<file path="config.mk">
export PLATFORM = sky130hd
export DESIGN_NAME = ibd_ctrl
export DESIGN_NICKNAME = d
export VERILOG_FILES = /design/src/ibd_pkg.sv /design/src/ibd_ctrl.sv
export SDC_FILE = /design/constraint.sdc
export NUM_CORES = 1
export LEC_CHECK = 0
export BUFFER_PORTS_ARGS = -buffer_cell sky130_fd_sc_hd__buf_2
export CAP_MARGIN = 20
export CELL_PAD_IN_SITES_DETAIL_PLACEMENT = 2
export CELL_PAD_IN_SITES_GLOBAL_PLACEMENT = 2
export CORE_AREA = 2 2 138 140
export DETAILED_ROUTE_END_ITERATION = 7
export DIE_AREA = 0 0 140 142
export PLACE_DENSITY = 0.86
export SETUP_SLACK_MARGIN = 0.15
export SYNTH_ARGS = -nofsm -noshare
export SYNTH_HDL_FRONTEND = slang
export SYNTH_SLANG_ARGS = --single-unit
</file>
<file path="constraint.sdc">
create_clock -name clk -period 3.25 [get_ports clk]
set_input_delay 0.1625 -clock clk [delete_from_list [all_inputs] [get_ports clk]]
set_output_delay 0.1625 -clock clk [all_outputs]
set_load 0.02 [all_outputs]
</file>
<file path="src/ibd_pkg.sv">
`default_nettype none
package ibd_pkg;

	localparam int unsigned CFG_IDX_W = 2;
	localparam int unsigned CFG_DATA_W = 13;
	localparam int unsigned HEIGHT_LIMIT = 4096;
	localparam int unsigned ROW_W = 13;
	localparam logic [7:0] ALPHA_OUT = 8'hff;

	localparam logic [CFG_IDX_W-1:0] REG_SOURCE_WIDTH = 2'd0;
	localparam logic [CFG_IDX_W-1:0] REG_SOURCE_HEIGHT = 2'd1;
	localparam logic [CFG_IDX_W-1:0] REG_STEP_X = 2'd2;
	localparam logic [CFG_IDX_W-1:0] REG_STEP_Y = 2'd3;

	typedef enum logic [2:0] {
		S_IDLE,
		S_DIV1,
		S_ACC,
		S_DIV2,
		S_OUT
	} state_t;

	typedef struct packed {
		logic accept;
		logic run_end;
		logic div_step;
		logic acc_step;
		logic store_wr;
		logic out_load;
		logic eor;
		logic eof;
	} cmd_t;

endpackage
`default_nettype wire

</file>
<file path="src/ibd_ctrl.sv">
`default_nettype none
module ibd_ctrl #(
	parameter int unsigned MAX_WIDTH = 4096,
	parameter int unsigned MAX_STEP = 64
) (
	input  wire logic                              clk,
	input  wire logic                              arst_n,
	input  wire logic                              cfg_we,
	input  wire logic [ibd_pkg::CFG_IDX_W-1:0]     cfg_index,
	input  wire logic [ibd_pkg::CFG_DATA_W-1:0]    cfg_wdata,
	input  wire logic                              in_valid,
	output logic                                   in_ready,
	output logic                                   out_valid,
	input  wire logic                              out_ready,
	input  wire logic                              div_done,
	output ibd_pkg::cmd_t                          cmd,
	output logic [$clog2(MAX_WIDTH)-1:0]           idx,
	output logic [$clog2(MAX_STEP+1)-1:0]          n,
	output logic [$clog2(MAX_STEP+1)-1:0]          g,
	output logic                                   rows_nz
);
	import ibd_pkg::*;

	localparam int unsigned CW = $clog2(MAX_WIDTH);
	localparam int unsigned SDW = $clog2(MAX_STEP + 1);
	localparam int unsigned WW = CW + 1;

	state_t state_q, state_nx;
	logic [CFG_DATA_W-1:0] width_q, height_q;
	logic [6:0] stepx_q, stepy_q;
	logic [CW-1:0] col_q, ocol_q;
	logic [ROW_W-2:0] row_q;
	logic [SDW-1:0] run_q, grp_q;
	logic out_valid_q;
	logic [CW-1:0] idx_q;
	logic [SDW-1:0] n_q, g_q;
	logic rows_nz_q, grp_end_q, last_col_q, last_row_q;

	logic [WW-1:0] w_lim;
	logic [ROW_W-1:0] h_lim;
	logic [SDW-1:0] sx_lim, sy_lim, n_nx, g_nx;
	logic last_col, last_row, grp_end, run_end, accept;

	always_comb begin
		if (width_q == '0) w_lim = WW'(1);
		else if (32'(width_q) > MAX_WIDTH) w_lim = WW'(MAX_WIDTH);
		else w_lim = WW'(width_q);
		if (height_q == '0) h_lim = ROW_W'(1);
		else if (32'(height_q) > HEIGHT_LIMIT) h_lim = ROW_W'(HEIGHT_LIMIT);
		else h_lim = height_q;
		if (stepx_q == '0) sx_lim = SDW'(1);
		else if (32'(stepx_q) > MAX_STEP) sx_lim = SDW'(MAX_STEP);
		else sx_lim = SDW'(stepx_q);
		if (stepy_q == '0) sy_lim = SDW'(1);
		else if (32'(stepy_q) > MAX_STEP) sy_lim = SDW'(MAX_STEP);
		else sy_lim = SDW'(stepy_q);
	end

	assign accept = in_valid && in_ready;
	assign n_nx = run_q + SDW'(1);
	assign g_nx = grp_q + SDW'(1);
	assign last_col = ({1'b0, col_q} + WW'(1)) >= w_lim;
	assign last_row = ({1'b0, row_q} + ROW_W'(1)) >= h_lim;
	assign grp_end = (g_nx >= sy_lim) || last_row;
	assign run_end = (n_nx >= sx_lim) || last_col;

	always_ff @(posedge clk or negedge arst_n) begin
		if (!arst_n) begin
			state_q <= S_IDLE;
			width_q <= CFG_DATA_W'(1);
			height_q <= CFG_DATA_W'(1);
			stepx_q <= 7'd1;
			stepy_q <= 7'd1;
			col_q <= '0;
			ocol_q <= '0;
			row_q <= '0;
			run_q <= '0;
			grp_q <= '0;
			out_valid_q <= 1'b0;
		end else begin
			state_q <= state_nx;
			if (cfg_we) begin
				unique case (cfg_index)
					REG_SOURCE_WIDTH: width_q <= cfg_wdata;
					REG_SOURCE_HEIGHT: height_q <= cfg_wdata;
					REG_STEP_X: stepx_q <= cfg_wdata[6:0];
					REG_STEP_Y: stepy_q <= cfg_wdata[6:0];
					default: ;
				endcase
			end
			if (accept) begin
				if (last_col) begin
					col_q <= '0;
					ocol_q <= '0;
					run_q <= '0;
					grp_q <= grp_end ? '0 : g_nx;
					row_q <= last_row ? '0 : row_q + (ROW_W-1)'(1);
				end else begin
					col_q <= col_q + CW'(1);
					if (run_end) begin
						run_q <= '0;
						ocol_q <= ocol_q + CW'(1);
					end else begin
						run_q <= n_nx;
					end
				end
			end
			if (cmd.out_load) out_valid_q <= 1'b1;
			else if (out_ready) out_valid_q <= 1'b0;
		end
	end

	always_ff @(posedge clk) begin
		if (accept) begin
			idx_q <= ocol_q;
			n_q <= n_nx;
			g_q <= g_nx;
			rows_nz_q <= (grp_q != '0);
			grp_end_q <= grp_end;
			last_col_q <= last_col;
			last_row_q <= last_row;
		end
	end

	always_comb begin
		state_nx = state_q;
		unique case (state_q)
			S_IDLE: if (accept && run_end) state_nx = S_DIV1;
			S_DIV1: if (div_done) state_nx = S_ACC;
			S_ACC: state_nx = grp_end_q ? S_DIV2 : S_IDLE;
			S_DIV2: if (div_done) state_nx = S_OUT;
			S_OUT: if (!out_valid_q || out_ready) state_nx = S_IDLE;
			default: state_nx = S_IDLE;
		endcase
	end

	always_comb begin
		cmd = '0;
		cmd.eor = last_col_q;
		cmd.eof = last_col_q && last_row_q;
		cmd.run_end = run_end;
		unique case (state_q)
			S_IDLE: cmd.accept = in_valid;
			S_DIV1: cmd.div_step = 1'b1;
			S_ACC: begin
				cmd.acc_step = grp_end_q;
				cmd.store_wr = !grp_end_q;
			end
			S_DIV2: cmd.div_step = 1'b1;
			S_OUT: cmd.out_load = !out_valid_q || out_ready;
			default: ;
		endcase
	end

	assign in_ready = (state_q == S_IDLE);
	assign out_valid = out_valid_q;
	assign idx = (state_q == S_IDLE) ? ocol_q : idx_q;
	assign n = n_nx;
	assign g = g_q;
	assign rows_nz = rows_nz_q;

`ifndef SYNTH
	a_store_only_mid_group: assert property (@(posedge clk) disable iff (!arst_n)
		cmd.store_wr |-> !grp_end_q) else $error("store write on group end");
	a_load_only_when_free: assert property (@(posedge clk) disable iff (!arst_n)
		cmd.out_load |-> (!out_valid_q || out_ready)) else $error("result overwritten");
	a_no_run_end_stays_idle: assert property (@(posedge clk) disable iff (!arst_n)
		(accept && !run_end) |=> (state_q == S_IDLE)) else $error("spurious divide");
`endif

endmodule
`default_nettype wire

</file>
==> reports/qor.txt, run 1 <==
Synth cell types: 68
launching point of the worst reg2reg path: col_q[1]
worst slew pin tran: 943 ps
CP max FO: 7
Hold WC Path Type: in2reg
final design utilization: 0.479
CP required: 3600 ps
CTS H-tree lvls: 4
Routed Antenna Nets: 0
Synth Register Bits: 117
Port Buf Inserts: 57
Chip Width: 140 um
initial drt markers: 406
CP arrival: 4060 ps
Clock Sinks: 117
worst r2r dst: row_q[8]
CTS max path bufs: 2
gr ovfl total: 0
Power Total: 6.91 mW
ant diodes: 0
core area: 18500 um^2
CP endpoint: row_q[8]
drt via density: 5.87
most common cell after layout, fill and taps aside: dfrtp_1
antenna violations before repair: 0
outcome: complete, but fails checks
type of the worst setup path: reg2reg
post-synthesis cell area: 6530 um^2
Placement Cell Area: 7320 um^2
CP Launch Type: flop
final setup vio count: 54
synthesized instance count: 612
syn avg cell area: 10.7 um^2
vias in the first global route: 6614
Layout area overhead: 35.4%
top-area cell type share of the netlist area: 0.345
Final #Nets: 819
Area contributors post-synth: dfrtp_1 (34%), edfxtp_1 (11%), mux2_2 (9.0%)
fin crit share: 1.14
CTS tree: yes
starting density of the core: 0.354
Max Cap Viol: 0
relative slew slack: 0.371
Reg clk slew, reported paths: 60 ps
failing checks: design-rule violations, negative setup slack
IO Pins: 58
layout cell share with drive strength beyond 1: 0.412
Die ar.: 19900 um^2
site row count: 50
final hold vios: 0
Final HPWL DP: 15000 um
fin worst setup slack: -457 ps
remaining design rule violation count: 9
Post-Route WL: 28900 um
RSZ-0062 raised after global routing: true
cell taking the most area after synthesis: dfrtp_1
largest net degree at the start of global routing: 70
Primary FF master, synth: dfrtp_1
clk root buf: clkbuf_16
final instance area: 8840 um^2
Slew Viols, Final: 0
CP endpoint kind: flop
sequential area share after synthesis: 0.467
WL/cell: 28.9 um
cell area power density: 782 nW/um^2
Tot GR Track Use: 0.264
Post-Syn Nets: 679
EDFF count, synth: 23
Num CTS Buffers: 17
Setup WS pre-CTS: -132 ps
final setup skew: 12.2 ps
FMAX: 270 MHz
CP Launch Point: col_q[1]
post-synthesis async set-or-reset flop share: 0.803
via count: 5869
reg2reg path depth: 15
flop2flop setup slack: -460 ps
Yosys Warn Count: 0
min Tclk post-route: 3710 ps
first-pass GRT wire length: 39100 um
gpl congestion: 0.907
Setup TNS: -13690 ps
die height: 142 um
Skew-Pair Late Insertion Delay: 440 ps
most frequent cells in the layout: dfrtp_1 (89), nand2_1 (77), buf_4 (63)
Peak VDD IR: 366 uV
leakage dissipation: 3.96 nW
drt first pass iters: 7
critical path, cell delays in order, from the launching register on:
cell,delay [ps]
dfrtp_1,400
ha_2,210
and3_4,190
and3_4,240
nand3_4,110
xnor2_2,180
ha_1,350
nand4_1,180
or4_4,490
a211o_4,330
buf_12,160
a21oi_4,170
buf_12,170
buf_12,130
nand3_2,120
o21ai_2,190
worst min path at each step:
stage,start,to,cells past startpoint
after floorplan,arst_n,col_q[0],0
after global placement,arst_n,out_valid,1
after detailed placement,arst_n,out_valid,1
after CTS,cfg_wdata[7],width_q[7],2
after global routing,cfg_wdata[12],width_q[12],3
final,cfg_wdata[12],width_q[12],3
where the power goes:
part	internal, mW	total [mW]	switching (mW)	leakage, nW
logic	1.17	2.89	1.72	2.27
clock network	1.12	1.86	0.739	0.275
registers	1.82	2.16	0.336	1.41
total	4.12	6.91	2.79	3.96
repair_timing:
item	4_1_cts	5_1_grt
hold buffers	6	0
pin swaps	19	38
resized for setup	36	76
endpoints found under the setup margin	54	55
endpoints found under the hold margin	72	0
cloned	1	0
buffers inserted	23	20
layout make-up:
type                    instances  area (um^2)
clock buffers                  23          488
clock inverters                 9         77.6
fillers                      1829         9620
inverters                      15         56.3
multi-input cells             459         3800
flip-flops and latches        117         3050
well taps                     234          293
repair buffers                142         1070
stage by stage:
stage,hold slack [ps],instances
after floorplan,-133,612
after global placement,328,916
after detailed placement,344,916
after CTS,6.63,978
after global routing,12.1,999
final,4.43,999
sequential cells by signal (all words and copies together), names as in the netlist, 3 cells and up:
signal and count:
height_q 13, width_q 13, col_q 12, idx_q 12, ocol_q 12, row_q 12
g 7, grp_q 7, run_q 7, stepx_q 7, stepy_q 7, state_q 3
layer usage:
layer  global-route usage  part of all wire  vias to the layer above
met5                    0                 0                        -
met4                0.123             0.047                        0
met3               0.0528             0.040                       88
met2                0.490              0.54                      233
met1                0.292              0.37                     3052
li1                     -                 -                     2496
synthesized netlist by cell type (3+ instances only):
cell,number
a21o_1,8
a21oi_1,16
a22o_1,9
a31o_1,3
a32o_1,4
and2_0,3
and2_1,3
and3_1,13
buf_4,5
buf_6,3
clkbuf_1,10
dfrtp_1,90
dfstp_2,4
edfxtp_1,23
ha_1,46
inv_1,13
mux2_2,52
nand2_1,81
nand2b_1,7
nand3_1,35
nand3b_1,3
nand4_1,4
nor2_1,30
nor2_2,4
nor2b_1,6
nor3_1,11
nor4_1,9
o21ai_0,21
o21ai_1,13
o31ai_1,3
or3_1,3
xnor2_1,20
xor2_1,13
cells by family (layout without fill, tap and decap cells):
family / after synthesis / count (layout) / synth area share
multiplexers: 53 / 53 / 0.0912
XOR/XNOR: 33 / 33 / 0.0443
flip-flops: 117 / 117 / 0.467
AND/OR/NAND/NOR: 222 / 222 / 0.166
adder cells (fa/ha/maj): 46 / 46 / 0.0881
buffers and inverters: 36 / 189 / 0.0272
AO/OA/AOI/OAI: 105 / 105 / 0.117
No activity file was read; power rests on OpenSTA's default activity.
==> run 2, diff against run 1 <==
--- a/config.mk
+++ b/config.mk
@@ -5,14 +5,16 @@
 export SDC_FILE = /design/constraint.sdc
 export NUM_CORES = 1
 export LEC_CHECK = 0
+export ABC_AREA = 1
+export ABC_CLOCK_PERIOD_IN_PS = 3250
 export BUFFER_PORTS_ARGS = -buffer_cell sky130_fd_sc_hd__buf_2
 export CAP_MARGIN = 20
 export CELL_PAD_IN_SITES_DETAIL_PLACEMENT = 2
 export CELL_PAD_IN_SITES_GLOBAL_PLACEMENT = 2
-export CORE_AREA = 2 2 138 140
+export CORE_AREA = 2 2 146 148
 export DETAILED_ROUTE_END_ITERATION = 7
-export DIE_AREA = 0 0 140 142
-export PLACE_DENSITY = 0.86
+export DIE_AREA = 0 0 148 150
+export PLACE_DENSITY = 0.85
 export SETUP_SLACK_MARGIN = 0.15
 export SYNTH_ARGS = -nofsm -noshare
 export SYNTH_HDL_FRONTEND = slang
==> reports/qor.txt, run 2 <==
outcome: finished clean
Sw Share: 0.444 (+0.0398)
worst slew pin tran: 944 ps (+1.34 ps)
gr ovfl total: 0 (unchanged)
ant diodes: 0 (unchanged)
Yosys Warn Count: 0 (unchanged)
CP Launch Type: flop
post-synthesis async set-or-reset flop share: 0.803 (unchanged)
clock share of power: 0.251 (-0.019)
layout cell share with drive strength beyond 1: 0.238 (-0.174)
fin crit share: 0.975 (-0.166)
CTS H-tree lvls: 4 (unchanged)
Power Total: 8.30 mW (+20%)
first-pass GRT wire length: 38200 um (-2.2%)
cell taking the most area after synthesis: dfrtp_1
Die ar.: 22200 um^2 (+12%)
cell area power density: 983 nW/um^2 (+26%)
Clock Sinks: 117 (unchanged)
site row count: 53 (+6.0%)
final hold vios: 0 (unchanged)
Chip Width: 148 um (+5.7%)
final setup vio count: 0 (-100%)
WL/cell: 21.9 um (-24%)
Num CTS Buffers: 17 (unchanged)
antenna violations before repair: 0 (unchanged)
CTS tree: yes
Post-Route WL: 25600 um (-11%)
max incr delay on CP: 410 ps (-80 ps)
final instance area: 8450 um^2 (-4.4%)
sequential area share after synthesis: 0.452 (-0.0148)
post-synthesis cell area: 6740 um^2 (+3.3%)
core area: 20700 um^2 (+12%)
most common library cells after synthesis: nand2_1 (218), inv_1 (95), dfrtp_1 (90)
EDFF count, synth: 23 (unchanged)
drt via density: 5.18 (-12%)
type of the worst setup path: reg2reg
clk root buf: clkbuf_16
gpl congestion: 0.738 (-19%)
IO Pins: 58 (unchanged)
Layout area overhead: 25.3%
drt first pass iters: 7 (unchanged)
Post-Syn Nets: 862 (+27%)
CP arrival: 3550 ps (-510 ps)
final setup skew: 14.1 ps (+1.84 ps)
remaining design rule violation count: 0 (-9)
Int Power: 4.62 mW (+12%)
largest net degree at the start of global routing: 68 (-2.9%)
Final #Nets: 948 (+16%)
CP required: 3630 ps (+30 ps)
Switch Pwr: 3.69 mW (+32%)
Slowest-stage cell, CP: dfrtp_1
RSZ-0062 raised after global routing: true
Worst path most repeated cell: nand2_1
combinational power share: 0.470 (+0.052)
die height: 150 um (+5.6%)
Port Buf Inserts: 57 (unchanged)
Max Cap Viol: 0 (unchanged)
min Tclk post-route: 3170 ps (-539 ps)
Final HPWL DP: 15000 um (-0.26%)
CP endpoint kind: flop
via count: 6052 (+3.1%)
Synth cell types: 35 (-49%)
top-area cell type share of the netlist area: 0.334 (-0.0109)
Synth Register Bits: 117 (unchanged)
Placement Cell Area: 7340 um^2 (+0.22%)
most frequent cells in the layout: nand2_1 (201), inv_1 (91), dfrtp_1 (89)
Tot GR Track Use: 0.226 (-0.0382)
Skew-Pair Late Insertion Delay: 440 ps (about the same)
Peak VDD IR: 390 uV (+6.6%)
leakage dissipation: 4.11 nW (+3.9%)
relative slew slack: 0.370 (-0.000895)
CP max FO: 7 (unchanged)
Hold WC Path Type: in2reg
Primary FF master, synth: dfrtp_1
CTS max path bufs: 2 (unchanged)
Seq pwr share: 0.279 (-0.033)
Reg clk slew, reported paths: 60 ps (about the same)
Routed Antenna Nets: 0 (unchanged)
biggest regs: height_q: 13 flops, width_q: 13 flops
syn avg cell area: 8.48 um^2 (-20%)
critical-path cell list: buf_4 -> nand3_2 -> nor2_4 -> nand2_4 -> nor2_4 -> nand3_2 -> xor2_2 -> ha_1 -> nand2_1 -> inv_2 -> nand2_4 -> nor2_1 -> nand2_1 -> nand2_2 -> nor2_4 -> buf_12 -> nand2_8 -> nor2_8 -> inv_6 -> nor2_8 -> nand2_1 -> nand2_1
starting density of the core: 0.326 (-0.0279)
initial drt markers: 210 (-48%)
most common cell after layout, fill and taps aside: nand2_1
Area contributors post-synth: dfrtp_1 (33%), nand2_1 (12%), edfxtp_1 (10%)
vias in the first global route: 6623 (+0.14%)
Slew Viols, Final: 0 (unchanged)
most common cell in the synthesized netlist: nand2_1
FMAX: 316 MHz (+17%)
synthesized instance count: 795 (+30%)
-- run 2: cell types whose count changed after synthesis, sizes merged, moves of 7 or more --
cell	previous run	this run
o21ai	35	104
nand2b	7	0
nor2	34	43
nand2	82	226
a21o	8	0
mux2	52	0
xor2	13	34
inv	15	103
and3	15	1
xnor2	20	0
-- run 2: kinds of logic after synthesis --
| logic type | synth area share |
|---|---|
| and+or+nand+nor | 0.235 |
| AOI/OAI and AO/OA | 0.108 |
| buffers and inverters | 0.0753 |
| DFF | 0.452 |
| adders and majority gates | 0.0853 |
| xor gates and xnor gates | 0.0442 |
-- run 2: metal layers --
| layer | vias up | part of all wire | global-route usage | wire [um] |
|---|---|---|---|---|
| met2 | 138 | 0.53 | 0.408 | 13600 |
| met5 | - | 0 | 0 | 0 |
| met3 | 49 | 0.027 | 0.0308 | 682 |
| li1 | 2778 | - | - | - |
| met1 | 3087 | 0.41 | 0.271 | 10600 |
| met4 | 0 | 0.031 | 0.0905 | 787 |
-- run 2: final cells by class --
cell class	instances	area (um^2)
Clock buffer	20	437
Clock inverter	12	184
Fill cell	2302	12200
Inverter	103	409
Multi-Input combinational cell	557	3490
Sequential cell	117	3050
Tap cell	275	344
Timing Repair Buffer	85	538
-- run 2: final timing paths --
check / end / cells after the start / slack [ps] / startpoint
setup reg to reg: run_q[2] / 22 / 80 / col_q[1]
setup / recovery: run_q[2] / 22 / 80 / col_q[1]
max in group asynchronous: height_q[0] / 3 / 1950 / arst_n
hold reg to reg: idx_q[5] / 0 / 480 / ocol_q[5]
hold / removal: state_q[1] / 4 / 10 / div_done
min in group asynchronous: col_q[2] / 2 / 420 / arst_n
-- run 2: critical path, delay by kind of cell, from the launching register on --
kind,cells,cell delay (ps)
buffers and inverters,4,410
XOR/XNOR,1,190
flip-flops,1,410
adder cells (fa/ha/maj),1,350
AND/OR/NAND/NOR,16,1730
-- run 2: repair_timing --
item,in CTS,in global routing
hold buffers,2,0
hold endpoints to repair,63,0
pin swaps,9,15
setup endpoints to repair,54,55
buffers inserted,11,7
resized for setup,25,56
-- run 2: power by group through the flow --
stage	Sequential, mW	Clock (mW)	Combinational [mW]
finish	2.32	2.08	3.91
global route	2.36	2.15	4.22
CTS	2.29	2.10	3.49
detailed placement	2.30	0	3.16
global placement	2.27	0	2.96
floorplan	2.23	0	2.18
-- run 2: per-stage QoR --
step	hold slack (ps)	setup TNS, ps	setup slack (ps)	instances	util
after floorplan	-133	0	561	795	-
after global routing	31.9	-196	-47.6	1169	0.409
after global placement	355	0	227	1117	0.355
after detailed placement	369	0	17.4	1117	0.355
after CTS	3.05	0	157	1162	0.395
final	14.8	0	82.0	1169	0.409
==> run 3, diff against run 2 <==
--- a/config.mk
+++ b/config.mk
@@ -11,10 +11,10 @@
 export CAP_MARGIN = 20
 export CELL_PAD_IN_SITES_DETAIL_PLACEMENT = 2
 export CELL_PAD_IN_SITES_GLOBAL_PLACEMENT = 2
-export CORE_AREA = 2 2 146 148
+export CORE_AREA = 2 2 153 155
 export DETAILED_ROUTE_END_ITERATION = 7
-export DIE_AREA = 0 0 148 150
-export PLACE_DENSITY = 0.85
+export DIE_AREA = 0 0 155 157
+export PLACE_DENSITY = 0.8
 export SETUP_SLACK_MARGIN = 0.15
 export SYNTH_ARGS = -nofsm -noshare
 export SYNTH_HDL_FRONTEND = slang
==> reports/qor.txt, run 3 (synthesis gave the netlist of run 2 again) <==
gpl congestion: 0.741 (+0.34%)
most frequent cells in the layout: nand2_1 (203), inv_1 (93), dfrtp_1 (89)
cell area power density: 924 nW/um^2 (-6.0%)
remaining design rule violation count: 0 (unchanged)
Power Total: 7.79 mW (-6.2%)
Skew-Pair Late Insertion Delay: 430 ps (about the same)
Final #Nets: 959 (+1.2%)
antenna violations before repair: 0 (unchanged)
CP endpoint: grp_q[0]
CP Launch Point: col_q[0]
Port Buf Inserts: 57 (unchanged)
Peak VDD IR: 362 uV (-7.1%)
clk root buf: clkbuf_16
CP Launch Type: flop
type of the worst setup path: reg2reg
CTS tree: yes
min Tclk post-route: 3140 ps (-26.2 ps)
Die ar.: 24300 um^2 (+9.6%)
first-pass GRT wire length: 34100 um (-11%)
final instance area: 8440 um^2 (-0.19%)
Hold WC Path Type: in2reg
relative slew slack: 0.374 (+0.00369)
reg2reg path depth: 19 (-14%)
Placement Cell Area: 7350 um^2 (+0.17%)
starting density of the core: 0.300 (-0.0263)
die height: 157 um (+4.7%)
CP arrival: 3460 ps (-90 ps)
CTS H-tree lvls: 4 (unchanged)
drt first pass iters: 5 (-2)
core area: 22500 um^2 (+8.8%)
initial drt markers: 259 (+23%)
biggest regs: height_q: 13 flops, width_q: 13 flops
worst hold start: cfg_wdata[10]
WL/cell: 19.2 um (-13%)
CTS max path bufs: 2 (unchanged)
fin crit share: 0.967 (-0.00806)
site row count: 55 (+3.8%)
largest net degree at the start of global routing: 68 (unchanged)
CP required: 3570 ps (-60 ps)
launching point of the worst reg2reg path: col_q[0]
WHS: 17.5 ps (+2.72 ps)
CP endpoint kind: flop
final hold vios: 0 (unchanged)
Slew Viols, Final: 0 (unchanged)
flop2flop setup slack: 110 ps (+30 ps)
IO Pins: 58 (unchanged)
Num CTS Buffers: 17 (unchanged)
vias in the first global route: 6362 (-3.9%)
Clock Sinks: 117 (unchanged)
final setup skew: 13.7 ps (-0.363 ps)
via count: 5927 (-2.1%)
Post-Route WL: 22800 um (-11%)
Reg clk slew, reported paths: 60 ps (about the same)
Final HPWL DP: 14300 um (-4.7%)
most common cell after layout, fill and taps aside: nand2_1
leakage dissipation: 4.11 nW (about the same)
CP max FO: 18 (+11)
Layout area overhead: 25.1%
drt via density: 4.98 (-3.8%)
worst slew pin tran: 936 ps (-8.16 ps)
RSZ-0062 raised after global routing: true
Max Cap Viol: 0 (unchanged)
final setup vio count: 0 (unchanged)
FILL cells: 2509 (+9.0%)
Tot GR Track Use: 0.179 (-0.0465)
gr ovfl total: 0 (unchanged)
Chip Width: 155 um (+4.7%)
FMAX: 318 MHz (+0.83%)
layout cell share with drive strength beyond 1: 0.238 (-0.000686)
ant diodes: 0 (unchanged)
outcome: finished clean
worst r2r dst: grp_q[0]
Routed Antenna Nets: 0 (unchanged)
final design utilization: 0.375 (-0.0336)
==> run 3: cell types whose count changed in the layout (fill, tap and decap cells not counted), sizes merged <==
cell,before,now
buf,83,94
bufinv,5,3
clkinvlp,0,2
==> run 3: worst max-delay path, stage by stage (launching register included) <==
cell	delay [ps]
dfrtp_1	450
ha_4	200
nand2_4	70
nor2_4	150
nand2_4	100
nor2_4	130
nand2_2	80
xor2_2	200
inv_2	70
ha_4	270
nand2_1	50
inv_1	110
nand2_4	90
nor3_2	160
nand2_2	150
nand2_8	150
nand2_8	100
inv_6	180
nand2_1	70
o21ai_0	240
==> run 3: final cells by class <==
cell class / count / area [um^2] / area share
Timing Repair Buffer: 96 / 604 / 0.0716
Multi-Input combinational cell: 557 / 3450 / 0.409
Clock inverter: 12 / 136 / 0.0162
Clock buffer: 20 / 437 / 0.0518
Inverter: 103 / 402 / 0.0476
Tap cell: 285 / 357 / 0.0423
Sequential cell: 117 / 3050 / 0.361
==> run 3: through the flow <==
stage / setup WS [ps] / setup TNS [ps] / cells
after global placement: 180 / 0 / 1127
after global routing: -95.7 / -296 / 1190
after detailed placement: 28.6 / 0 / 1127
after floorplan: 561 / 0 / 795
final: 108 / 0 / 1190
after CTS: 150 / 0 / 1168
==> run 3: layer usage <==
metal  global-route usage  up-vias  wire, um
met4               0.0604        0       463
li1                     -     2800         -
met5                    0        -         0
met1                0.229     2995     10100
met2                0.313       96     11600
met3               0.0253       36       611
==> run 3: repair_timing <==
action / CTS / global route
pin swaps: 5 / 24
resized for setup: 16 / 50
setup buffers: 7 / 22
hold buffers: 2 / 0
endpoints found under the hold margin: 63 / 0
endpoints found under the setup margin: 44 / 55
==> run 3: where the power goes <==
group / internal [mW] / total [mW] / leakage (nW) / switching [mW]
clock network: 1.19 / 1.89 / 0.276 / 0.704
registers: 1.95 / 2.31 / 1.42 / 0.366
logic: 1.26 / 3.59 / 2.41 / 2.32
==> run 3: worst min-delay path by stage <==
stage	endpoint	slack [ps]	cells after the start
final	height_q[10]	20	3
after global routing	width_q[10]	40	3
after CTS	height_q[11]	8	3
after detailed placement	width_q[7]	360	1
after global placement	stepx_q[2]	370	1
after floorplan	col_q[0]	-130	0
